[src/hdl/itoa_pkg.sv]
// itoa_pkg: shared types, character constants and helpers for the integer to ascii formatter
// depends on nothing; imported by the digit unit and the formatter
`default_nettype none

package itoa_pkg;

  // column limit for the minimum width field
  localparam int MAX_WIDTH  = 63;
  // digit buffer depth: eleven octal digits plus a slot for the minus sign
  localparam int DIGIT_MAX  = 12;

  // ascii codes
  localparam logic [7:0] CH_ZERO    = 8'h30;
  localparam logic [7:0] CH_MINUS   = 8'h2D;
  localparam logic [7:0] CH_SPACE   = 8'h20;
  localparam logic [7:0] LETTER_GAP = 8'h07;  // 'A' - '0' - 10
  localparam logic [7:0] CASE_BIT   = 8'h20;

  // ceil(2^35 / 10), quotient by ten is (x * RECIP10) >> 35 for any 32-bit x
  localparam logic [31:0] RECIP10   = 32'hCCCC_CCCD;
  localparam int          RECIP_SH  = 35;

  // radix selector codes, the unused code decodes as hexadecimal
  typedef enum logic [1:0] {
    RADIX_OCT = 2'd0,
    RADIX_DEC = 2'd1,
    RADIX_HEX = 2'd2
  } radix_t;

  // one step of the digit unit
  typedef struct packed {
    logic [31:0] quot;
    logic [3:0]  digit;
  } digit_res_t;

  // ascii character of one digit value
  function automatic logic [7:0] digit_to_char(input logic [3:0] d, input logic lower);
    logic [7:0] ch;
    ch = CH_ZERO + {4'd0, d};
    if (d >= 4'd10) begin
      ch = ch + LETTER_GAP + (lower ? CASE_BIT : 8'd0);
    end
    return ch;
  endfunction

endpackage

`default_nettype wire

[src/hdl/itoa_digit_unit.sv]
// itoa_digit_unit: shared divide-by-radix unit
// depends on itoa_pkg; the base-ten reciprocal product is registered
`default_nettype none

module itoa_digit_unit
  import itoa_pkg::*;
(
  input  wire logic       clk,
  input  wire logic [31:0] dividend,
  input  wire radix_t     radix,
  output digit_res_t      res
);

  logic [63:0] prod;
  logic [31:0] q10;
  logic [31:0] r10;

  // reciprocal product of the held dividend, used in the next cycle
  always_ff @(posedge clk) begin
    prod <= 64'(dividend) * 64'(RECIP10);
  end

  // quotient and remainder for base ten
  assign q10 = 32'(prod[63:RECIP_SH]);
  assign r10 = dividend - ((q10 << 3) + (q10 << 1));

  // select by radix, octal and hex are plain shifts
  always_comb begin
    unique case (radix)
      RADIX_OCT: begin
        res.quot  = dividend >> 3;
        res.digit = {1'b0, dividend[2:0]};
      end
      RADIX_DEC: begin
        res.quot  = q10;
        res.digit = r10[3:0];
      end
      default: begin
        res.quot  = dividend >> 4;
        res.digit = dividend[3:0];
      end
    endcase
  end

endmodule

`default_nettype wire

[src/hdl/integer_to_ascii_formatter.sv]
// integer_to_ascii_formatter: one 32-bit value in, its ascii characters out, one per beat
// sequence: each digit takes a multiply step and a remainder step in the shared digit unit (up to 11
// digits), then a sign step and a fill step, and the fill and digit characters go out one per beat
// a new item is taken only in idle; the last character may still wait in the output register
// reset: synchronous active-high rst returns to idle and empties the output register
`default_nettype none

module integer_to_ascii_formatter
  import itoa_pkg::*;
(
  input  wire logic        clk,
  input  wire logic        rst,
  // s_tdata: value[31:0], min_width[37:32], pad_char[45:38], zeros[47:46]
  input  wire logic [47:0] s_tdata,
  // s_tuser: radix_sel[1:0], lower_case[2], is_signed[3]
  input  wire logic [3:0]  s_tuser,
  input  wire logic        s_tvalid,
  output logic             s_tready,
  // m_tdata: char_out[7:0]
  output logic [7:0]       m_tdata,
  output logic             m_tlast,
  output logic             m_tvalid,
  input  wire logic        m_tready
);

  typedef enum logic [2:0] {
    S_IDLE,
    S_MUL,
    S_REM,
    S_SIGN,
    S_PAD,
    S_DIGIT
  } state_t;

  localparam logic [3:0] LEN_LAST  = 4'(DIGIT_MAX - 1);
  localparam logic [5:0] WIDTH_SAT = 6'(MAX_WIDTH);

  state_t      state;
  logic [31:0] cur;
  radix_t      radix;
  logic        lower;
  logic        neg;
  logic [5:0]  width;
  logic [7:0]  fill;
  logic [3:0]  len;
  logic [7:0]  dbuf [DIGIT_MAX];

  digit_res_t  res;
  logic        out_free;
  logic        out_load;
  logic [31:0] in_value;
  logic [5:0]  in_width;
  logic        in_neg;

  itoa_digit_unit u_digit (
    .clk      (clk),
    .dividend (cur),
    .radix    (radix),
    .res      (res)
  );

  // input field decode
  assign in_value = s_tdata[31:0];
  assign in_neg   = s_tuser[3] & in_value[31];
  assign in_width = (s_tdata[37:32] > WIDTH_SAT) ? WIDTH_SAT : s_tdata[37:32];

  assign s_tready = (state == S_IDLE);
  assign out_free = !m_tvalid || m_tready;

  // a new beat goes into the output register this cycle
  assign out_load = out_free &&
                    (((state == S_SIGN) && neg && (fill != CH_SPACE)) ||
                     ((state == S_PAD) && (width > {2'b00, len})) ||
                     (state == S_DIGIT));

  // sequencer, digit buffer and output register
  always_ff @(posedge clk) begin
    if (rst) begin
      state    <= S_IDLE;
      m_tvalid <= 1'b0;
    end else begin
      if (m_tvalid && m_tready && !out_load) begin
        m_tvalid <= 1'b0;
      end
      unique case (state)
        S_IDLE: begin
          if (s_tvalid) begin
            cur   <= in_neg ? (32'd0 - in_value) : in_value;
            radix <= radix_t'(s_tuser[1:0]);
            lower <= s_tuser[2];
            neg   <= in_neg;
            width <= in_width;
            fill  <= s_tdata[45:38];
            len   <= 4'd0;
            state <= S_MUL;
          end
        end
        S_MUL: begin
          state <= S_REM;
        end
        S_REM: begin
          dbuf[len] <= digit_to_char(res.digit, lower);
          len       <= len + 4'd1;
          cur       <= res.quot;
          if (res.quot != 32'd0 && len < LEN_LAST) begin
            state <= S_MUL;
          end else begin
            state <= S_SIGN;
          end
        end
        S_SIGN: begin
          if (!neg) begin
            state <= S_PAD;
          end else if (fill == CH_SPACE) begin
            // sign sits right before the digits and counts toward the width
            dbuf[len] <= CH_MINUS;
            len       <= len + 4'd1;
            state     <= S_PAD;
          end else if (out_free) begin
            // sign goes first and uses up one column
            m_tdata  <= CH_MINUS;
            m_tlast  <= 1'b0;
            m_tvalid <= 1'b1;
            if (width != 6'd0) begin
              width <= width - 6'd1;
            end
            state <= S_PAD;
          end
        end
        S_PAD: begin
          if (width > {2'b00, len}) begin
            if (out_free) begin
              m_tdata  <= fill;
              m_tlast  <= 1'b0;
              m_tvalid <= 1'b1;
              width    <= width - 6'd1;
            end
          end else begin
            state <= S_DIGIT;
          end
        end
        S_DIGIT: begin
          if (out_free) begin
            m_tdata  <= dbuf[len - 4'd1];
            m_tlast  <= (len == 4'd1);
            m_tvalid <= 1'b1;
            len      <= len - 4'd1;
            if (len == 4'd1) begin
              state <= S_IDLE;
            end
          end
        end
        default: begin
          state <= S_IDLE;
        end
      endcase
    end
  end

endmodule

`default_nettype wire

[config.mk]
export PLATFORM = sky130hd
export DESIGN_NAME = integer_to_ascii_formatter
export DESIGN_NICKNAME = d
export VERILOG_FILES = /design/src/hdl/itoa_pkg.sv /design/src/hdl/itoa_digit_unit.sv /design/src/hdl/integer_to_ascii_formatter.sv
export SDC_FILE = /design/constraint.sdc
export NUM_CORES = 1
export LEC_CHECK = 0
export BUFFER_PORTS_ARGS = -buffer_cell sky130_fd_sc_hd__clkbuf_2
export CAP_MARGIN = 10
export CELL_PAD_IN_SITES_DETAIL_PLACEMENT = 1
export CELL_PAD_IN_SITES_GLOBAL_PLACEMENT = 1
export CORE_ASPECT_RATIO = 1.5
export CORE_MARGIN = 3
export CORE_UTILIZATION = 45
export CTS_CLUSTER_DIAMETER = 150
export DETAILED_ROUTE_END_ITERATION = 6
export PLACE_DENSITY_LB_ADDON = 0.3
export SKIP_CTS_REPAIR_TIMING = 1
export SLEW_MARGIN = 30
export SYNTH_ARGS = -nofsm -noshare
export SYNTH_HDL_FRONTEND = slang
export SYNTH_SLANG_ARGS = --single-unit
export TNS_END_PERCENT = 1
[constraint.sdc]
create_clock -name clk -period 7.07 [get_ports clk]
set_input_delay 1.414 -clock clk [delete_from_list [all_inputs] [get_ports clk]]
set_output_delay 1.414 -clock clk [all_outputs]
set_load 0.1 [all_outputs]
==> flow_metrics.env, run 1 <==
export IMPL_grt_pass1_vias=22700
export IMPL_hold_path_depth=2
export IMPL_yosys_register_bits=180
export IMPL_startpoint="cur[19]"
export IMPL_totalWireLength_um=88600
export IMPL_failed_checks="negative setup slack"
export IMPL_ant_nets=0
export IMPL_synth_warnings=0
export IMPL_finalHoldViolCount=0
export IMPL_wl_per_cell_um=24.4
export IMPL_final_setup_viol_count=18
export IMPL_cp_arrival_ns=7.69
export IMPL_vias_per_cell=5.36
export IMPL_rr_startpoint="cur[19]"
export IMPL_clockBufferDepth=2
export IMPL_ys_types=69
export IMPL_nFillCells=6199
export IMPL_yosys_area_top_type_share_pct=30.4
export IMPL_cp_data_required_time_ns=7.40
export IMPL_fp_dieW_um=200
export IMPL_syn_inst=2460
export IMPL_overflow=0
export IMPL_drt_first_pass_iters=5
export IMPL_path_clk_slew_ns=0.08
export IMPL_die_h_um=297
export IMPL_crit_type="reg2reg"
export IMPL_slew_headroom_pct=36.2
export IMPL_max_freq_mhz=136
export IMPL_vias=19400
export IMPL_grt_pass1_wl_um=133000
export IMPL_initial_core_util_pct=45.6
export IMPL_numCtsBuffers=17
export IMPL_multi_input_area_um2=18500
export IMPL_worstSetupEndpointType="flop"
export IMPL_drive_above_1_share_pct=19.9
export IMPL_nets=3657
export IMPL_r2r_end="u_digit.prod[48]"
export IMPL_hp_class="reg2reg"
export IMPL_hold_slack_ns=0.595
export IMPL_crit_path_max_fanout=4
export IMPL_numClockSinks=180
export IMPL_timing_reg2reg_setup_slack_ns=-0.29
export IMPL_gp_congestion=1.04
export IMPL_htreeDepth=4
export IMPL_drc_errors=0
export IMPL_die_area_um2=59500
export IMPL_fin_crit_ns=7.36
export IMPL_rsz0062_at_grt="true"
export IMPL_io_buffers=64
export IMPL_worst_slew_pin_slew_ns=0.953
export IMPL_finClkSkew_ns=0.0188
export IMPL_ioPinCount=67
export IMPL_ff2ff_path_depth=25
export IMPL_synth_edff_count=147
export IMPL_grtUsageTotal_pct=29.8
export IMPL_worst_slack_ns=-0.289
export IMPL_outcome="finished with violations"
export IMPL_synth_largest_area_cell="fa_1"
export IMPL_drv_cap=0
export IMPL_syn_avg_cell_area_um2=10.3
export IMPL_final_max_slew_viol_count=0
export IMPL_clk_latency_ns=0.44
export IMPL_synthFlopType="edfxtp_1"
export IMPL_async_reset_ff_share_pct=0
export IMPL_netlist_area_um2=25500
export IMPL_core_area_um2=55800
export IMPL_endpoint="u_digit.prod[48]"
export IMPL_row_count=106
export IMPL_post_route_period_util_pct=104
export IMPL_area_growth_syn_to_layout_pct=19.3
export IMPL_syn_num_nets=3262
export IMPL_drt_iter0_drc=901
export IMPL_hpwl_um=78900
export IMPL_ff_latch_area_um2=5080
export IMPL_synth_area_leaders="fa_1 (30%), ha_1 (18%), edfxtp_1 (17%)"
export IMPL_cts_tree="done"
export IMPL_cts_root_buf="clkbuf_16"
export IMPL_grt_start_max_net_pins=60
export IMPL_worstSetupStartpointType="flop"
export IMPL_antenna_found_initial=4
export IMPL_ys_seq_area_share_pct=19.9
## cells by family after synthesis
group / Yosys count / share of synthesized area (%)
AO/OA/AOI/OAI: 334 / 7.98
XOR/XNOR: 120 / 4.13
adder cells (fa/ha/maj): 746 / 48.1
buffers and inverters: 640 / 9.44
flip-flops: 180 / 19.9
multiplexers: 60 / 3.39
AND/OR/NAND/NOR: 380 / 7.07
## state kept, by name, summed over array words and instances (netlist names)
signal	flops
state	3
cur	32
u_digit.prod	29
dbuf	84
radix	2
neg	1
m_tlast	1
width	6
fill	8
m_tvalid	1
m_tdata	8
len	4
lower	1
## Yosys cell counts, types with 10 or more instances
cell / n
nand3_1: 17
nor3_1: 26
nor2_1: 103
nand2b_1: 13
nor2b_1: 14
mux4_2: 21
ha_1: 360
dfxtp_1: 33
clkbuf_1: 48
inv_1: 588
xnor2_1: 58
o21ai_0: 84
nand4_1: 17
and3_1: 11
a21o_1: 42
a31oi_1: 10
and2_1: 22
fa_1: 386
nand2_1: 122
xor2_1: 62
mux2i_1: 39
edfxtp_1: 147
a21oi_1: 131
## layer usage
| metal | vias to the layer above | routed length [um] | GRT usage [%] |
|---|---|---|---|
| li1 | 8730 | - | - |
| met1 | 9949 | 28500 | 28.5 |
| met2 | 464 | 48300 | 56.5 |
| met3 | 283 | 1940 | 3.01 |
| met4 | 2 | 9840 | 25.5 |
| met5 | - | 16 | 0 |
## worst min-delay path by stage
stage,to,from,slack [ns]
5_1_grt,m_tdata[5],fill[5],0.65
4_1_cts,m_tdata[5],fill[5],0.59
3_3_place_gp,m_tdata[5],fill[5],0.56
2_1_floorplan,m_tdata[5],fill[5],0.53
3_5_place_dp,m_tdata[5],fill[5],0.58
6_report,m_tdata[5],fill[5],0.60
## metrics by stage
| step | worst slack, ns | cell area (um^2) | cells | util [%] | TNS (ns) |
|---|---|---|---|---|---|
| 2_1_floorplan | 0.0299 | 25500 | 2460 | - | 0 |
| 3_3_place_gp | -0.372 | 29200 | 3580 | 52.3 | -5.05 |
| 3_5_place_dp | -0.482 | 29200 | 3580 | 52.3 | -6.38 |
| 4_1_cts | -0.549 | 29800 | 3612 | 53.4 | -7.30 |
| 5_1_grt | -0.479 | 30400 | 3625 | 54.4 | -6.36 |
| 6_report | -0.289 | 30400 | 3627 | 54.4 | -2.91 |
## area by class of cell
type | instances | share of cell area, %
multi-input combinational | 1640 | 60.8
sequential | 180 | 16.7
timing repair buffer | 428 | 10.1
inverter | 588 | 7.27
tap | 756 | 3.11
clock buffer | 18 | 1.41
clock inverter | 14 | 0.527
antenna | 3 | 0.0247
## cells in the final DEF, fill, tap and decap left out, types with 12 or more instances in the layout
cell type  synthesis  layout
nor2b_1           14      13
clkbuf_2           0      64
edfxtp_1         147     147
xnor2_1           58      50
fa_1             386     374
xor2_1            62      55
mux4_2            21      21
nand2b_1          13      12
o21ai_0           84      77
clkbuf_16          0      17
nand2_1          122     121
ha_4               0      15
nor3_1            26      25
buf_4              0     363
a21oi_1          131     123
nand3_1           17      17
inv_1            588     586
and2_1            22      22
ha_1             360     340
dfxtp_1           33      32
a21o_1            42      42
fa_2               0      12
mux2i_1           39      39
nor2_1           103     102
nand4_1           17      17
## critical path, stage by stage (launching register included)
cell	delay, ns
edfxtp_1	0.53
ha_4	0.38
inv_1	0.08
fa_1	0.49
inv_1	0.06
fa_1	0.53
inv_1	0.06
fa_1	0.50
inv_1	0.06
fa_1	0.56
fa_1	0.46
fa_1	0.51
inv_1	0.06
fa_1	0.50
inv_1	0.04
ha_1	0.32
and4_4	0.21
nand3_1	0.11
a2bb2oi_2	0.18
nand2_1	0.08
or4_4	0.56
a31o_4	0.31
a21oi_4	0.18
buf_4	0.14
o21bai_1	0.08
xor2_1	0.23
Power of run 1 is not shown: default switching activity piles up to over one toggle a cycle in this logic, so the estimate is an artifact.
==> inputs of run 2 (changes only) <==
--- a/config.mk
+++ b/config.mk
@@ -6,12 +6,12 @@
 export NUM_CORES = 1
 export LEC_CHECK = 0
 export BUFFER_PORTS_ARGS = -buffer_cell sky130_fd_sc_hd__clkbuf_2
-export CAP_MARGIN = 10
+export CAP_MARGIN = 20
 export CELL_PAD_IN_SITES_DETAIL_PLACEMENT = 1
 export CELL_PAD_IN_SITES_GLOBAL_PLACEMENT = 1
 export CORE_ASPECT_RATIO = 1.5
 export CORE_MARGIN = 3
-export CORE_UTILIZATION = 45
+export CORE_UTILIZATION = 47
 export CTS_CLUSTER_DIAMETER = 150
 export DETAILED_ROUTE_END_ITERATION = 6
 export PLACE_DENSITY_LB_ADDON = 0.3
==> run 2 against run 1 <==
Compared with the run above: the flow still finishes with violations (negative setup slack); worst hold slack better by 0.025 ns; critical path depth rose by 2; count of clock-buffer cells in the layout shrank 1; global-route usage increased by 1.6 points; design area is essentially flat; first-iteration DRC count rose by 20%; non-clock buffer count down 9; register-to-register slack got worse by 0.11 ns; die area down 4.1%; routed wire length increased by 3.1%; final cell count fell by 2.3%; utilization grew 2.8 points; critical endpoint is now u_digit.prod[63].
==> flow_metrics.env, run 2 (same netlist as run 1, synthesis figures left out) <==
export IMPL_outcome="finished with violations"
export IMPL_failed_checks="negative setup slack"
export IMPL_drt_first_pass_iters=5
export IMPL_path_clk_slew_ns=0.08
export IMPL_fp_dieW_um=196
export IMPL_hpwl_um=78700
export IMPL_largest_reg_flops=84
export IMPL_final_common_cell="inv_1"
export IMPL_row_count=103
export IMPL_initial_core_util_pct=47.9
export IMPL_totalWireLength_um=91400
export IMPL_vias=19600
export IMPL_crit_top_cell="fa_1"
export IMPL_drc_errors=0
export IMPL_die_area_um2=57000
export IMPL_antenna_found_initial=4
export IMPL_numCtsBuffers=17
export IMPL_hp_class="reg2reg"
export IMPL_drive_above_1_share_pct=20.4
export IMPL_critPathSlowestCell="fa_1"
export IMPL_rr_startpoint="cur[19]"
export IMPL_area_growth_syn_to_layout_pct=19.4
export IMPL_max_freq_mhz=134
export IMPL_ant_nets=0
export IMPL_numClockSinks=180
export IMPL_final_setup_viol_count=20
export IMPL_crit_path_max_fanout=4
export IMPL_ioPinCount=67
export IMPL_top_register="dbuf"
export IMPL_vias_per_cell=5.54
export IMPL_layout_common_cells="inv_1 (583), fa_1 (376), buf_4 (346)"
export IMPL_nets=3648
export IMPL_overflow=0
export IMPL_drv_cap=0
export IMPL_crit_family="adder cells"
export IMPL_post_route_period_util_pct=106
export IMPL_worstSetupStartpointType="flop"
export IMPL_cpPeakStageDelay_ns=0.59
export IMPL_cp_buffers_inverters=8
export IMPL_holdCritStartpoint="fill[5]"
export IMPL_htreeDepth=4
export IMPL_whs_endpoint="m_tdata[5]"
export IMPL_finClkSkew_ns=0.0174
export IMPL_clk_latency_ns=0.45
export IMPL_final_instance_count_excl_fill=3542
export IMPL_final_area_um2=30400
export IMPL_drt_iter0_drc=1079
export IMPL_grt_pass1_vias=22500
export IMPL_crit_type="reg2reg"
export IMPL_slew_headroom_pct=42.8
export IMPL_clockBufferDepth=2
export IMPL_r2r_end="u_digit.prod[63]"
export IMPL_grt_pass1_wl_um=133000
export IMPL_place_area_um2=29000
export IMPL_cts_tree="done"
export IMPL_io_buffers=64
export IMPL_cts_root_buf="clkbuf_16"
export IMPL_gp_congestion=1.01
export IMPL_cp_arrival_ns=7.77
export IMPL_grt_start_max_net_pins=60
export IMPL_worstSetupEndpointType="flop"
export IMPL_cp_data_required_time_ns=7.37
export IMPL_worst_slack_ns=-0.401
export IMPL_reg_top3="dbuf: 84 flops, cur: 32 flops, u_digit.prod: 29 flops"
export IMPL_hold_path_depth=2
export IMPL_ff2ff_path_depth=27
export IMPL_rsz0062_at_grt="true"
export IMPL_core_area_um2=53100
export IMPL_grtUsageTotal_pct=31.5
export IMPL_wl_per_cell_um=25.8
export IMPL_fin_crit_ns=7.47
export IMPL_timing_reg2reg_setup_slack_ns=-0.40
export IMPL_finalHoldViolCount=0
export IMPL_final_max_slew_viol_count=0
export IMPL_die_h_um=291
export IMPL_dp_cells=3484
export IMPL_worst_slew_pin_slew_ns=0.855
==> run 2: changes by cell type in the layout (fill, tap and decap cells not counted), moves of 4 or more <==
cell / before / now
buf_4: 363 / 346
ha_1: 340 / 330
buf_6: 0 / 8
ha_2: 5 / 9
ha_4: 15 / 21
xor2_2: 7 / 3
xor2_1: 55 / 59
==> run 2: area by class of cell <==
| class | count | area [um^2] |
|---|---|---|
| inverter | 588 | 2210 |
| timing repair buffer | 419 | 3030 |
| clock inverter | 15 | 188 |
| fill | 5879 | 22700 |
| antenna | 1 | 2.50 |
| multi-input combinational | 1640 | 18600 |
| sequential | 180 | 5080 |
| clock buffer | 17 | 425 |
| tap | 682 | 853 |
==> run 2: how the worst max path moves through the flow <==
stage,start,endpoint,slack (ns),depth (start not counted)
after floorplan,cur[10],u_digit.prod[63],0.03,23
after global placement,cur[18],u_digit.prod[63],-0.37,23
after detailed placement,cur[18],u_digit.prod[63],-0.51,26
after CTS,cur[18],u_digit.prod[63],-0.54,26
after global routing,cur[17],u_digit.prod[63],-0.53,23
final,cur[19],u_digit.prod[63],-0.40,27
==> run 2: per-layer routing <==
metal / part of all wire, % / global-route usage (%) / vias to the layer above
met3: 2.8 / 3.00 / 345
met2: 54 / 59.0 / 578
li1: - / - / 8726
met1: 32 / 31.2 / 9953
met4: 11 / 25.0 / 4
met5: 0.028 / 0 / -
==> run 2: tightest hold or removal path: stages (launching register included) <==
cell      delay, ns
edfxtp_1       0.36
o21ai_0        0.10
nand2_1        0.07
==> run 2: stage by stage <==
step / hold slack [ns] / worst slack [ns] / TNS (ns) / util (%)
after floorplan: 0.529 / 0.0299 / 0 / -
after global placement: 0.562 / -0.369 / -5.14 / 54.5
after detailed placement: 0.585 / -0.508 / -7.71 / 54.5
after CTS: 0.616 / -0.543 / -8.76 / 55.7
after global routing: 0.638 / -0.529 / -8.03 / 57.2
final: 0.621 / -0.401 / -4.62 / 57.2
Power of run 2 is left out for the same reason.
